### src/hw/rtl/mtse_pkg.sv
// Package for the multitouch slot event generator: sizes, fixed-point widths,
// event and register codes. No dependencies; every other file imports it.
`default_nettype none

package mtse_pkg;

  // Slot table and coordinate scaling
  localparam int SLOT_COUNT = 10;
  localparam int COORD_MAX  = 32767;
  localparam int SLOT_W     = (SLOT_COUNT > 1) ? $clog2(SLOT_COUNT) : 1;

  // Field widths
  localparam int SLOT_ID_W  = 8;
  localparam int ID_W       = 16;
  localparam int VAL_W      = 17;
  localparam int POS_W      = 15;
  localparam int LEN_W      = 15;
  localparam int ORG_W      = 16;
  localparam int KIND_W     = 3;
  localparam int CFG_IDX_W  = 3;
  localparam int CFG_DATA_W = 16;

  // Fixed-point mapping: 16 fractional bits, positions normalised to 32767
  localparam int FRAC       = 16;
  localparam int NORM_DIV   = 32767;
  localparam int PROD1_W    = POS_W + LEN_W;          // pos * target length
  localparam int DIV_W      = PROD1_W + FRAC;         // shared divider dividend
  localparam int Q1_W       = LEN_W + FRAC;           // scaled target offset
  localparam int ODIFF_W    = ORG_W + 1;              // target org - desktop org
  localparam int G_W        = ODIFF_W + FRAC + 2;     // signed desktop offset
  localparam int MAG_W      = G_W - 1;                // its magnitude
  localparam int CMAX_W     = 16;
  localparam int SCALED_W   = MAG_W + CMAX_W;
  localparam int DVD2_W     = SCALED_W - FRAC;        // second dividend, integer part
  localparam int CNT_W      = $clog2(DIV_W + 1);

  // Saturation limits of the signed event value
  localparam int SAT_POS     = 2 ** (VAL_W - 1) - 1;
  localparam int SAT_NEG_MAG = 2 ** (VAL_W - 1);

  typedef enum logic [KIND_W-1:0] {
    EV_SLOT  = 3'd0,
    EV_TRACK = 3'd1,
    EV_POS_X = 3'd2,
    EV_POS_Y = 3'd3,
    EV_SYNC  = 3'd4
  } event_kind_e;

  typedef enum logic [CFG_IDX_W-1:0] {
    REG_TARGET_LEFT    = 3'd0,
    REG_TARGET_TOP     = 3'd1,
    REG_TARGET_WIDTH   = 3'd2,
    REG_TARGET_HEIGHT  = 3'd3,
    REG_DESKTOP_LEFT   = 3'd4,
    REG_DESKTOP_TOP    = 3'd5,
    REG_DESKTOP_WIDTH  = 3'd6,
    REG_DESKTOP_HEIGHT = 3'd7
  } cfg_reg_e;

endpackage

`default_nettype wire

### src/hw/rtl/mtse_if.sv
// Channel interfaces of the multitouch slot event generator: finger reports,
// events and configuration writes. Depends on mtse_pkg.
`default_nettype none

interface mtse_in_if;
  import mtse_pkg::*;
  logic                 valid;
  logic                 ready;
  logic [SLOT_ID_W-1:0] slot_id;
  logic                 finger_down;
  logic [POS_W-1:0]     x_position;
  logic [POS_W-1:0]     y_position;
  logic                 frame_end;

  modport source (output valid, slot_id, finger_down, x_position, y_position, frame_end,
                  input ready);
  modport sink   (input valid, slot_id, finger_down, x_position, y_position, frame_end,
                  output ready);
endinterface

interface mtse_out_if;
  import mtse_pkg::*;
  logic                    valid;
  logic                    ready;
  logic [KIND_W-1:0]       event_kind;
  logic signed [VAL_W-1:0] event_value;
  logic                    last_of_run;

  modport source (output valid, event_kind, event_value, last_of_run, input ready);
  modport sink   (input valid, event_kind, event_value, last_of_run, output ready);
endinterface

interface mtse_cfg_if;
  import mtse_pkg::*;
  logic                  valid;
  logic                  ready;
  logic [CFG_IDX_W-1:0]  index;
  logic [CFG_DATA_W-1:0] data;

  modport source (output valid, index, data, input ready);
  modport sink   (input valid, index, data, output ready);
endinterface

`default_nettype wire

### src/hw/rtl/multitouch_slot_event_generator_top.sv
// Multitouch slot event generator: one finger report in, up to five events out
// (slot, tracking id, x, y, sync), each transaction on a valid/ready channel. A report
// is taken only while the block is idle. With mapping on, each axis runs twice
// through one bit-serial restoring divider (46 then 34 quotient bits, one per cycle).
// Events then leave through a single output register, and a new report is taken while
// the last event still waits there.
// Depends on mtse_pkg and the interfaces in mtse_if.sv.
`default_nettype none

module multitouch_slot_event_generator_top (
  input  wire         clk_i,
  input  wire         rst_ni,
  mtse_in_if.sink     in_i,
  mtse_out_if.source  out_o,
  mtse_cfg_if.sink    cfg_i
);
  import mtse_pkg::*;

  typedef enum logic [3:0] {
    ST_IDLE, ST_SETUP, ST_DIV1, ST_CLAMP, ST_ABS, ST_SCALE, ST_DIV2, ST_FIN,
    ST_SLOT, ST_ID, ST_X, ST_Y, ST_SYNC
  } state_e;

  // Configuration registers
  logic signed [ORG_W-1:0] tleft_q, ttop_q, dleft_q, dtop_q;
  logic [LEN_W-1:0]        twidth_q, theight_q, dwidth_q, dheight_q;

  // Slot table: busy bit per slot, id stored while busy
  logic [SLOT_COUNT-1:0] busy_q;
  logic [ID_W-1:0]       ids_q [SLOT_COUNT];
  logic [ID_W-1:0]       next_id_q;

  // Sequencer and datapath
  state_e                state_q, state_d;
  logic [SLOT_ID_W-1:0]  slot_q, slot_d;
  logic                  down_q, down_d;
  logic                  fend_q, fend_d;
  logic [POS_W-1:0]      x_q, x_d, y_q, y_d;
  logic [ID_W-1:0]       id_q, id_d;
  logic                  axis_q, axis_d;
  logic [VAL_W-1:0]      xres_q, xres_d, yres_q, yres_d;
  logic [ODIFF_W-1:0]    odiff_q, odiff_d;
  logic [G_W-1:0]        g_q, g_d;
  logic [MAG_W-1:0]      mag_q, mag_d;
  logic                  neg_q, neg_d;
  logic [DIV_W-1:0]      div_q, div_d;
  logic [LEN_W-1:0]      rem_q, rem_d;
  logic [LEN_W-1:0]      dsr_q, dsr_d;
  logic [CNT_W-1:0]      cnt_q, cnt_d;

  // Output register
  logic                  ov_q, ov_d;
  event_kind_e           okind_q, okind_d;
  logic [VAL_W-1:0]      oval_q, oval_d;
  logic                  olast_q, olast_d;

  // Input side
  logic                  in_acc;
  logic                  slot_ok;
  logic [SLOT_W-1:0]     slot_idx;

  // Per-axis selection
  logic [POS_W-1:0]      ax_pos;
  logic [ORG_W-1:0]      ax_torg, ax_dorg;
  logic [LEN_W-1:0]      ax_tlen, ax_dlen;
  logic                  map_on;

  // Divider step and mapping arithmetic
  logic [LEN_W:0]        trial, trial_sub;
  logic                  ge;
  logic [PROD1_W-1:0]    prod1;
  logic [Q1_W-1:0]       q1, hi, qc;
  logic [SCALED_W-1:0]   scaled;
  logic [DVD2_W-1:0]     q2;
  logic [VAL_W-1:0]      sat;
  logic                  out_free;

  assign in_acc   = in_i.valid && (state_q == ST_IDLE);
  assign slot_ok  = in_i.slot_id < SLOT_ID_W'(SLOT_COUNT);
  assign slot_idx = in_i.slot_id[SLOT_W-1:0];
  assign out_free = !ov_q || out_o.ready;

  assign in_i.ready        = (state_q == ST_IDLE);
  assign cfg_i.ready       = 1'b1;
  assign out_o.valid       = ov_q;
  assign out_o.event_kind  = okind_q;
  assign out_o.event_value = oval_q;
  assign out_o.last_of_run = olast_q;

  // Configuration writes
  always_ff @(posedge clk_i or negedge rst_ni) begin
    if (!rst_ni) begin
      tleft_q   <= '0;
      ttop_q    <= '0;
      twidth_q  <= '0;
      theight_q <= '0;
      dleft_q   <= '0;
      dtop_q    <= '0;
      dwidth_q  <= '0;
      dheight_q <= '0;
    end else if (cfg_i.valid) begin
      unique case (cfg_reg_e'(cfg_i.index))
        REG_TARGET_LEFT:    tleft_q   <= cfg_i.data;
        REG_TARGET_TOP:     ttop_q    <= cfg_i.data;
        REG_TARGET_WIDTH:   twidth_q  <= cfg_i.data[LEN_W-1:0];
        REG_TARGET_HEIGHT:  theight_q <= cfg_i.data[LEN_W-1:0];
        REG_DESKTOP_LEFT:   dleft_q   <= cfg_i.data;
        REG_DESKTOP_TOP:    dtop_q    <= cfg_i.data;
        REG_DESKTOP_WIDTH:  dwidth_q  <= cfg_i.data[LEN_W-1:0];
        REG_DESKTOP_HEIGHT: dheight_q <= cfg_i.data[LEN_W-1:0];
      endcase
    end
  end

  // Slot occupancy and id counter, updated as the report is taken
  always_ff @(posedge clk_i or negedge rst_ni) begin
    if (!rst_ni) begin
      busy_q    <= '0;
      next_id_q <= '0;
    end else if (in_acc && slot_ok) begin
      if (in_i.finger_down) begin
        if (!busy_q[slot_idx]) begin
          busy_q[slot_idx] <= 1'b1;
          next_id_q        <= next_id_q + 1'b1;
        end
      end else begin
        busy_q[slot_idx] <= 1'b0;
      end
    end
  end

  // Id storage, meaningful only while the busy bit is set
  always_ff @(posedge clk_i) begin
    if (in_acc && slot_ok && in_i.finger_down && !busy_q[slot_idx]) begin
      ids_q[slot_idx] <= next_id_q;
    end
  end

  // Axis operands
  always_comb begin
    ax_pos  = axis_q ? y_q       : x_q;
    ax_torg = axis_q ? ttop_q    : tleft_q;
    ax_dorg = axis_q ? dtop_q    : dleft_q;
    ax_tlen = axis_q ? theight_q : twidth_q;
    ax_dlen = axis_q ? dheight_q : dwidth_q;
    map_on  = (twidth_q != '0) && (theight_q != '0) && (ax_dlen != '0);
  end

  // One restoring division step and the mapping arithmetic
  always_comb begin
    trial     = {rem_q, div_q[DIV_W-1]};
    trial_sub = trial - {1'b0, dsr_q};
    ge        = trial >= {1'b0, dsr_q};
    prod1     = PROD1_W'(ax_pos) * PROD1_W'(ax_tlen);
    q1        = div_q[Q1_W-1:0];
    hi        = {ax_tlen - 1'b1, {FRAC{1'b0}}};
    qc        = (q1 > hi) ? hi : q1;
    scaled    = SCALED_W'(mag_q) * SCALED_W'(COORD_MAX);
    q2        = div_q[DVD2_W-1:0];
    // Truncated quotient, signed and saturated to the event range
    if (neg_q) begin
      sat = (q2 > DVD2_W'(SAT_NEG_MAG)) ? VAL_W'(SAT_NEG_MAG) : VAL_W'(-q2[VAL_W-1:0]);
    end else begin
      sat = (q2 > DVD2_W'(SAT_POS)) ? VAL_W'(SAT_POS) : q2[VAL_W-1:0];
    end
  end

  // Sequencer next state
  always_comb begin
    state_d = state_q;
    slot_d  = slot_q;
    down_d  = down_q;
    fend_d  = fend_q;
    x_d     = x_q;
    y_d     = y_q;
    id_d    = id_q;
    axis_d  = axis_q;
    xres_d  = xres_q;
    yres_d  = yres_q;
    odiff_d = odiff_q;
    g_d     = g_q;
    mag_d   = mag_q;
    neg_d   = neg_q;
    div_d   = div_q;
    rem_d   = rem_q;
    dsr_d   = dsr_q;
    cnt_d   = cnt_q;
    ov_d    = ov_q && !out_o.ready;
    okind_d = okind_q;
    oval_d  = oval_q;
    olast_d = olast_q;

    unique case (state_q)
      ST_IDLE: begin
        if (in_acc) begin
          slot_d = in_i.slot_id;
          down_d = in_i.finger_down;
          fend_d = in_i.frame_end;
          x_d    = in_i.x_position;
          y_d    = in_i.y_position;
          id_d   = busy_q[slot_idx] ? ids_q[slot_idx] : next_id_q;
          axis_d = 1'b0;
          if (slot_ok) begin
            state_d = in_i.finger_down ? ST_SETUP : ST_SLOT;
          end else begin
            state_d = in_i.frame_end ? ST_SYNC : ST_IDLE;
          end
        end
      end

      // Start an axis: pass through, or load the first division
      ST_SETUP: begin
        if (map_on) begin
          div_d   = {prod1, {FRAC{1'b0}}};
          dsr_d   = LEN_W'(NORM_DIV);
          rem_d   = '0;
          cnt_d   = CNT_W'(DIV_W);
          odiff_d = {ax_torg[ORG_W-1], ax_torg} - {ax_dorg[ORG_W-1], ax_dorg};
          state_d = ST_DIV1;
        end else begin
          if (axis_q) begin
            yres_d  = {{(VAL_W-POS_W){1'b0}}, ax_pos};
            state_d = ST_SLOT;
          end else begin
            xres_d  = {{(VAL_W-POS_W){1'b0}}, ax_pos};
            axis_d  = 1'b1;
            state_d = ST_SETUP;
          end
        end
      end

      ST_DIV1, ST_DIV2: begin
        div_d = {div_q[DIV_W-2:0], ge};
        rem_d = ge ? trial_sub[LEN_W-1:0] : trial[LEN_W-1:0];
        cnt_d = cnt_q - 1'b1;
        if (cnt_q == CNT_W'(1)) begin
          state_d = (state_q == ST_DIV1) ? ST_CLAMP : ST_FIN;
        end
      end

      // Clamp to the target and move to desktop-relative Q.16
      ST_CLAMP: begin
        g_d = {{(G_W-ODIFF_W-FRAC){odiff_q[ODIFF_W-1]}}, odiff_q, {FRAC{1'b0}}}
            + {{(G_W-Q1_W){1'b0}}, qc};
        state_d = ST_ABS;
      end

      ST_ABS: begin
        neg_d   = g_q[G_W-1];
        mag_d   = g_q[G_W-1] ? MAG_W'(-g_q) : g_q[MAG_W-1:0];
        state_d = ST_SCALE;
      end

      // Scale by the coordinate range; the 2^16 of the divisor drops as a shift
      ST_SCALE: begin
        div_d   = {scaled[SCALED_W-1:FRAC], {(DIV_W-DVD2_W){1'b0}}};
        dsr_d   = ax_dlen;
        rem_d   = '0;
        cnt_d   = CNT_W'(DVD2_W);
        state_d = ST_DIV2;
      end

      ST_FIN: begin
        if (axis_q) begin
          yres_d  = sat;
          state_d = ST_SLOT;
        end else begin
          xres_d  = sat;
          axis_d  = 1'b1;
          state_d = ST_SETUP;
        end
      end

      // Event emission, one per free output slot
      ST_SLOT: begin
        if (out_free) begin
          ov_d    = 1'b1;
          okind_d = EV_SLOT;
          oval_d  = {{(VAL_W-SLOT_ID_W){1'b0}}, slot_q};
          olast_d = 1'b0;
          state_d = ST_ID;
        end
      end

      ST_ID: begin
        if (out_free) begin
          ov_d    = 1'b1;
          okind_d = EV_TRACK;
          oval_d  = down_q ? {{(VAL_W-ID_W){1'b0}}, id_q} : {VAL_W{1'b1}};
          olast_d = !down_q && !fend_q;
          if (down_q) begin
            state_d = ST_X;
          end else begin
            state_d = fend_q ? ST_SYNC : ST_IDLE;
          end
        end
      end

      ST_X: begin
        if (out_free) begin
          ov_d    = 1'b1;
          okind_d = EV_POS_X;
          oval_d  = xres_q;
          olast_d = 1'b0;
          state_d = ST_Y;
        end
      end

      ST_Y: begin
        if (out_free) begin
          ov_d    = 1'b1;
          okind_d = EV_POS_Y;
          oval_d  = yres_q;
          olast_d = !fend_q;
          state_d = fend_q ? ST_SYNC : ST_IDLE;
        end
      end

      ST_SYNC: begin
        if (out_free) begin
          ov_d    = 1'b1;
          okind_d = EV_SYNC;
          oval_d  = '0;
          olast_d = 1'b1;
          state_d = ST_IDLE;
        end
      end

      default: state_d = ST_IDLE;
    endcase
  end

  // State, datapath and output registers
  always_ff @(posedge clk_i or negedge rst_ni) begin
    if (!rst_ni) begin
      state_q <= ST_IDLE;
      slot_q  <= '0;
      down_q  <= 1'b0;
      fend_q  <= 1'b0;
      x_q     <= '0;
      y_q     <= '0;
      id_q    <= '0;
      axis_q  <= 1'b0;
      xres_q  <= '0;
      yres_q  <= '0;
      odiff_q <= '0;
      g_q     <= '0;
      mag_q   <= '0;
      neg_q   <= 1'b0;
      div_q   <= '0;
      rem_q   <= '0;
      dsr_q   <= '0;
      cnt_q   <= '0;
      ov_q    <= 1'b0;
      okind_q <= EV_SLOT;
      oval_q  <= '0;
      olast_q <= 1'b0;
    end else begin
      state_q <= state_d;
      slot_q  <= slot_d;
      down_q  <= down_d;
      fend_q  <= fend_d;
      x_q     <= x_d;
      y_q     <= y_d;
      id_q    <= id_d;
      axis_q  <= axis_d;
      xres_q  <= xres_d;
      yres_q  <= yres_d;
      odiff_q <= odiff_d;
      g_q     <= g_d;
      mag_q   <= mag_d;
      neg_q   <= neg_d;
      div_q   <= div_d;
      rem_q   <= rem_d;
      dsr_q   <= dsr_d;
      cnt_q   <= cnt_d;
      ov_q    <= ov_d;
      okind_q <= okind_d;
      oval_q  <= oval_d;
      olast_q <= olast_d;
    end
  end

endmodule

`default_nettype wire

### src/flat_wrapper.sv
// flat-port wrapper written by rule: the top's interface ports become plain ports
module multitouch_slot_event_generator_top_flat import mtse_pkg::*;
  (clk_i, rst_ni, in_i_valid, in_i_slot_id, in_i_finger_down, in_i_x_position, in_i_y_position, in_i_frame_end, in_i_ready, out_o_valid, out_o_event_kind, out_o_event_value, out_o_last_of_run, out_o_ready, cfg_i_valid, cfg_i_index, cfg_i_data, cfg_i_ready);
  mtse_in_if in_i_i ();
  mtse_out_if out_o_i ();
  mtse_cfg_if cfg_i_i ();
  input  wire clk_i;
  input  wire rst_ni;
  input wire logic [$bits(in_i_i.valid)-1:0] in_i_valid;
  input wire logic [$bits(in_i_i.slot_id)-1:0] in_i_slot_id;
  input wire logic [$bits(in_i_i.finger_down)-1:0] in_i_finger_down;
  input wire logic [$bits(in_i_i.x_position)-1:0] in_i_x_position;
  input wire logic [$bits(in_i_i.y_position)-1:0] in_i_y_position;
  input wire logic [$bits(in_i_i.frame_end)-1:0] in_i_frame_end;
  output wire logic [$bits(in_i_i.ready)-1:0] in_i_ready;
  output wire logic [$bits(out_o_i.valid)-1:0] out_o_valid;
  output wire logic [$bits(out_o_i.event_kind)-1:0] out_o_event_kind;
  output wire logic [$bits(out_o_i.event_value)-1:0] out_o_event_value;
  output wire logic [$bits(out_o_i.last_of_run)-1:0] out_o_last_of_run;
  input wire logic [$bits(out_o_i.ready)-1:0] out_o_ready;
  input wire logic [$bits(cfg_i_i.valid)-1:0] cfg_i_valid;
  input wire logic [$bits(cfg_i_i.index)-1:0] cfg_i_index;
  input wire logic [$bits(cfg_i_i.data)-1:0] cfg_i_data;
  output wire logic [$bits(cfg_i_i.ready)-1:0] cfg_i_ready;
  assign in_i_i.valid = in_i_valid;
  assign in_i_i.slot_id = in_i_slot_id;
  assign in_i_i.finger_down = in_i_finger_down;
  assign in_i_i.x_position = in_i_x_position;
  assign in_i_i.y_position = in_i_y_position;
  assign in_i_i.frame_end = in_i_frame_end;
  assign in_i_ready = in_i_i.ready;
  assign out_o_valid = out_o_i.valid;
  assign out_o_event_kind = out_o_i.event_kind;
  assign out_o_event_value = out_o_i.event_value;
  assign out_o_last_of_run = out_o_i.last_of_run;
  assign out_o_i.ready = out_o_ready;
  assign cfg_i_i.valid = cfg_i_valid;
  assign cfg_i_i.index = cfg_i_index;
  assign cfg_i_i.data = cfg_i_data;
  assign cfg_i_ready = cfg_i_i.ready;
  multitouch_slot_event_generator_top u_core (.clk_i(clk_i), .rst_ni(rst_ni), .in_i(in_i_i), .out_o(out_o_i), .cfg_i(cfg_i_i));
endmodule
### config.mk
export PLATFORM = sky130hd
export DESIGN_NAME = multitouch_slot_event_generator_top_flat
export DESIGN_NICKNAME = d
export VERILOG_FILES = /design/src/hw/rtl/mtse_pkg.sv /design/src/hw/rtl/mtse_if.sv /design/src/hw/rtl/multitouch_slot_event_generator_top.sv /design/src/flat_wrapper.sv
export SDC_FILE = /design/constraint.sdc
export NUM_CORES = 2
export LEC_CHECK = 0
export ABC_AREA = 1
export BUFFER_PORTS_ARGS = -buffer_cell sky130_fd_sc_hd__buf_2
export CAP_MARGIN = 25
export CORE_ASPECT_RATIO = 1.25
export CORE_MARGIN = 3
export CORE_UTILIZATION = 59
export CTS_CLUSTER_SIZE = 8
export DETAILED_ROUTE_END_ITERATION = 10
export GPL_TIMING_DRIVEN = 0
export PLACE_DENSITY = 0.79
export SYNTH_ARGS = -nofsm -noshare
export SYNTH_HDL_FRONTEND = slang
export SYNTH_SLANG_ARGS = --single-unit
### constraint.sdc
create_clock -name clk_i -period 5.6 [get_ports clk_i]
set_input_delay 0.56 -clock clk_i [delete_from_list [all_inputs] [get_ports clk_i]]
set_output_delay 0.56 -clock clk_i [all_outputs]
set_load 0.02 [all_outputs]
==> flow_summary.toml <==
[worst_setup_path]
critPathKind = "reg -> reg"
r2r-end = "u_core.div_q[37]"
cp_slowest_stage_delay_ns = 0.61
cp_data_arrival_time_ns = 6.67
cp_top_family = "adder cells"
cp-start-kind = "register"
cp_slowest_cell = "fa_2"
endpoint_kind = "register"
critPathRequiredTime_ns = 6.09
ff2ff_path_depth = 27
r2r_slack_ns = -0.58
cp_max_fo = 8
path_buf_inv = 9
r2r_start = "u_core.axis_q"

[detailed_routing]
wirelength_microns = 158000
firstDrtPassIters = 6
dr.first_iter.drc_count = 4321
drc = 0
vias = 42900
viasPerCell = 5.86
wire_per_inst_microns = 21.6
ant_nets = 0

[logic_synthesis]
synthAdderAreaFrac_pct = 24.4
synth_cell_types = 60
syn_area_per_cell_sq_um = 8.18
ys_ff_latch = 595
syn-num-nets = 6586
synth_simple_gate_area_share_pct = 20.7
synthArstFlopShare_pct = 73.1
synth_top_family_by_area = "adder cells"
yosysSeqAreaShare_pct = 32.8
synth_compound_area_share_pct = 10.3
synth_xor_area_share_pct = 2.09
synth_edf_count = 160
synth.area.mux_share_pct = 0.314
ys_warn_count = 0
syn-instance-count = 5837
dominantRegCellSynth = "dfrtp_1"
syn-cell-area_sq_um = 47800

[global_routing]
grt_start_max_net_pins = 118
grt_pass1_wl_microns = 241000
grt_pass1_vias = 43100
antenna_found_initial = 6
gr-usage-all-layers_pct = 37.3
overflow = 0

[run_status]
status = "finished with violations"
violations = "setup timing"

[sta]
hold_viol = 0
fin_skew_ns = 0.0637
hold_ws_ns = 0.0797
fmax_ghz = 0.162
slew_headroom_pct = 18.2
rsz0062_at_grt = "yes"
final.min_clock_period_ns = 6.18
layout_setup_ws_ns = -0.576
min_period_over_period_pct = 110
worst_pin_slew_ns = 1.21
maxSlewViolCount = 0
setup_viol = 26

[flow_run]
maxCapViolCount = 0

[min_path]
min_path_cells = 3
hold_path_end = "u_core.x_q[2]"
hold_path.class = "in -> reg"
hp-start = "in_i_x_position[2]"

[die]
rows = 116
die_h_microns = 324
die_w_microns = 260
io_pins = 88
core_area_sq_um = 80100
die-area_sq_um = 84400
start_util_pct = 59.6

[place]
placed_area_sq_um = 50200
portBuffers = 83
dpl_worst_slack_ns = -1.84
hpwlAfterDp_microns = 119000
gp_congestion = 0.992

[final_layout]
finish.net_count = 6971
post-route-util_pct = 71.3
syn2layout_area_growth_pct = 19.6
final_area_sq_um = 57100
drive_above_1_share_pct = 17.4

[cts]
cts.sinks = 595
clk_path_buf_depth = 3
cts_tree = "built"
clockRootBuffer = "clkbuf_16"
cts-buffers-inserted = 85
clock_latency_ns = 0.67
h-tree-depth = 3
path_clk_slew_ns = 0.05
[worst max path at each step]
stage                        startpoint                to  slack (ns)  cells past startpoint
after floorplan           u_core.axis_q  u_core.div_q[42]       -0.08                     30
after global placement           rst_ni     u_core.g_q[2]       -4.71                      1
after detailed placement  u_core.axis_q    u_core.g_q[28]       -1.84                     25
after CTS                 u_core.axis_q  u_core.div_q[43]       -0.47                     27
after global routing      u_core.axis_q  u_core.div_q[43]       -0.73                     29
final                     u_core.axis_q  u_core.div_q[37]       -0.58                     27
[logic make-up after synthesis]
family,Yosys count
AND/OR/NAND/NOR,2416
buffers and inverters,1149
AO/OA/AOI/OAI,862
adder cells (fa/ha/maj),685
flip-flops,595
XOR/XNOR,114
multiplexers,15
other,1
[metal layers]
metal / vias up / track usage [%] / part of all wire [%]
li1: 19300 / - / -
met1: 20600 / 43.4 / 35
met2: 2321 / 63.5 / 48
met3: 683 / 6.96 / 8.3
met4: 0 / 23.8 / 7.9
met5: - / 0 / 0
[worst min-delay path, delay by kind of cell]
kind	cells	cell delay [ns]
buf+inv	1	0.07
simple gates	2	0.08
[synth_stat cells (5+ instances only)]
master,instances,area share (%)
o21ai_1,30,0.31
fa_1,408,17
or2_2,14,0.18
o21a_1,6,0.094
ha_1,277,7.3
o21ai_2,21,0.39
inv_1,949,7.5
nor4_1,7,0.092
nor3_2,5,0.10
buf_6,11,0.26
buf_4,9,0.14
xnor2_1,25,0.46
o31ai_1,7,0.11
nor3_1,57,0.60
nor2_1,479,3.8
o211ai_1,21,0.33
a21oi_1,216,2.3
a22oi_1,60,0.94
mux2i_1,15,0.31
nand3_1,262,2.7
o21ai_0,376,3.9
nand2_2,6,0.079
buf_2,25,0.26
edfxtp_1,160,10
o21bai_1,19,0.30
dfrtp_1,435,23
nand4_1,46,0.60
o22ai_1,17,0.22
o2111ai_1,15,0.28
a31oi_1,26,0.34
xor2_1,89,1.6
inv_2,18,0.14
nand2_1,1498,12
a21o_1,29,0.46
clkinv_1,11,0.086
nand3_2,6,0.13
a221oi_1,8,0.15
nand3b_1,18,0.28
clkbuf_1,120,0.94
[cell type report]
type | count | area (sq um)
sequential | 595 | 15700
antenna | 2 | 5.00
buffer | 165 | 1070
inverter | 981 | 3790
multi-input combinational | 4093 | 30100
clock buffer | 114 | 2270
timing repair inverter | 1 | 8.76
tap | 1062 | 1330
fill | 5950 | 23000
timing repair buffer | 300 | 2620
clock inverter | 9 | 215
[registers in the layout, indices dropped and copies added (netlist names), 17 cells and up, named ones only]
| name | count |
|---|---|
| u_core.odiff_q | 17 |
| u_core.mag_q | 34 |
| u_core.yres_q | 17 |
| u_core.g_q | 34 |
| u_core.out_o.event_value | 17 |
| u_core.div_q | 46 |
| u_core.xres_q | 17 |
| u_core.ids_q | 160 |
[repair_timing]
item | in CTS | in global routing
hold buffers | 1 | 0
endpoints found under the setup margin | 53 | 47
cloned | 6 | 1
hold endpoints to repair | 46 | 0
resized for setup | 445 | 309
buffers inserted | 126 | 75
pin swaps | 215 | 218
[metrics by stage]
stage	cells	TNS, ns
finish	7322	-8.82
global route	7320	-13.58
CTS	7250	-7.34
detailed placement	6994	-49.97
global placement	6982	-2064.80
floorplan	5837	-0.710
[placed cells by master, fill, tap and decap left out, drive strengths merged, types with 3 or more instances in the layout]
master	n
xor2	89
a221oi	8
o31ai	7
o21ai	428
nand2	1508
nand3	269
xnor2	25
nor4	7
and2	3
inv	969
a21o	29
mux2i	15
nand3b	18
fa	408
a31oi	26
nor2	484
a22oi	60
o2111ai	15
o21bai	19
o21a	6
a21boi	5
clkbuf	223
a21oi	216
or2	14
nand4	46
o22ai	17
buf	354
edfxtp	160
clkinv	20
nor3	63
dfrtp	435
o211ai	21
ha	277
Power is left out: the tool's default activity adds up to more than one toggle a clock period on the data nets, which glitch-free logic cannot reach.
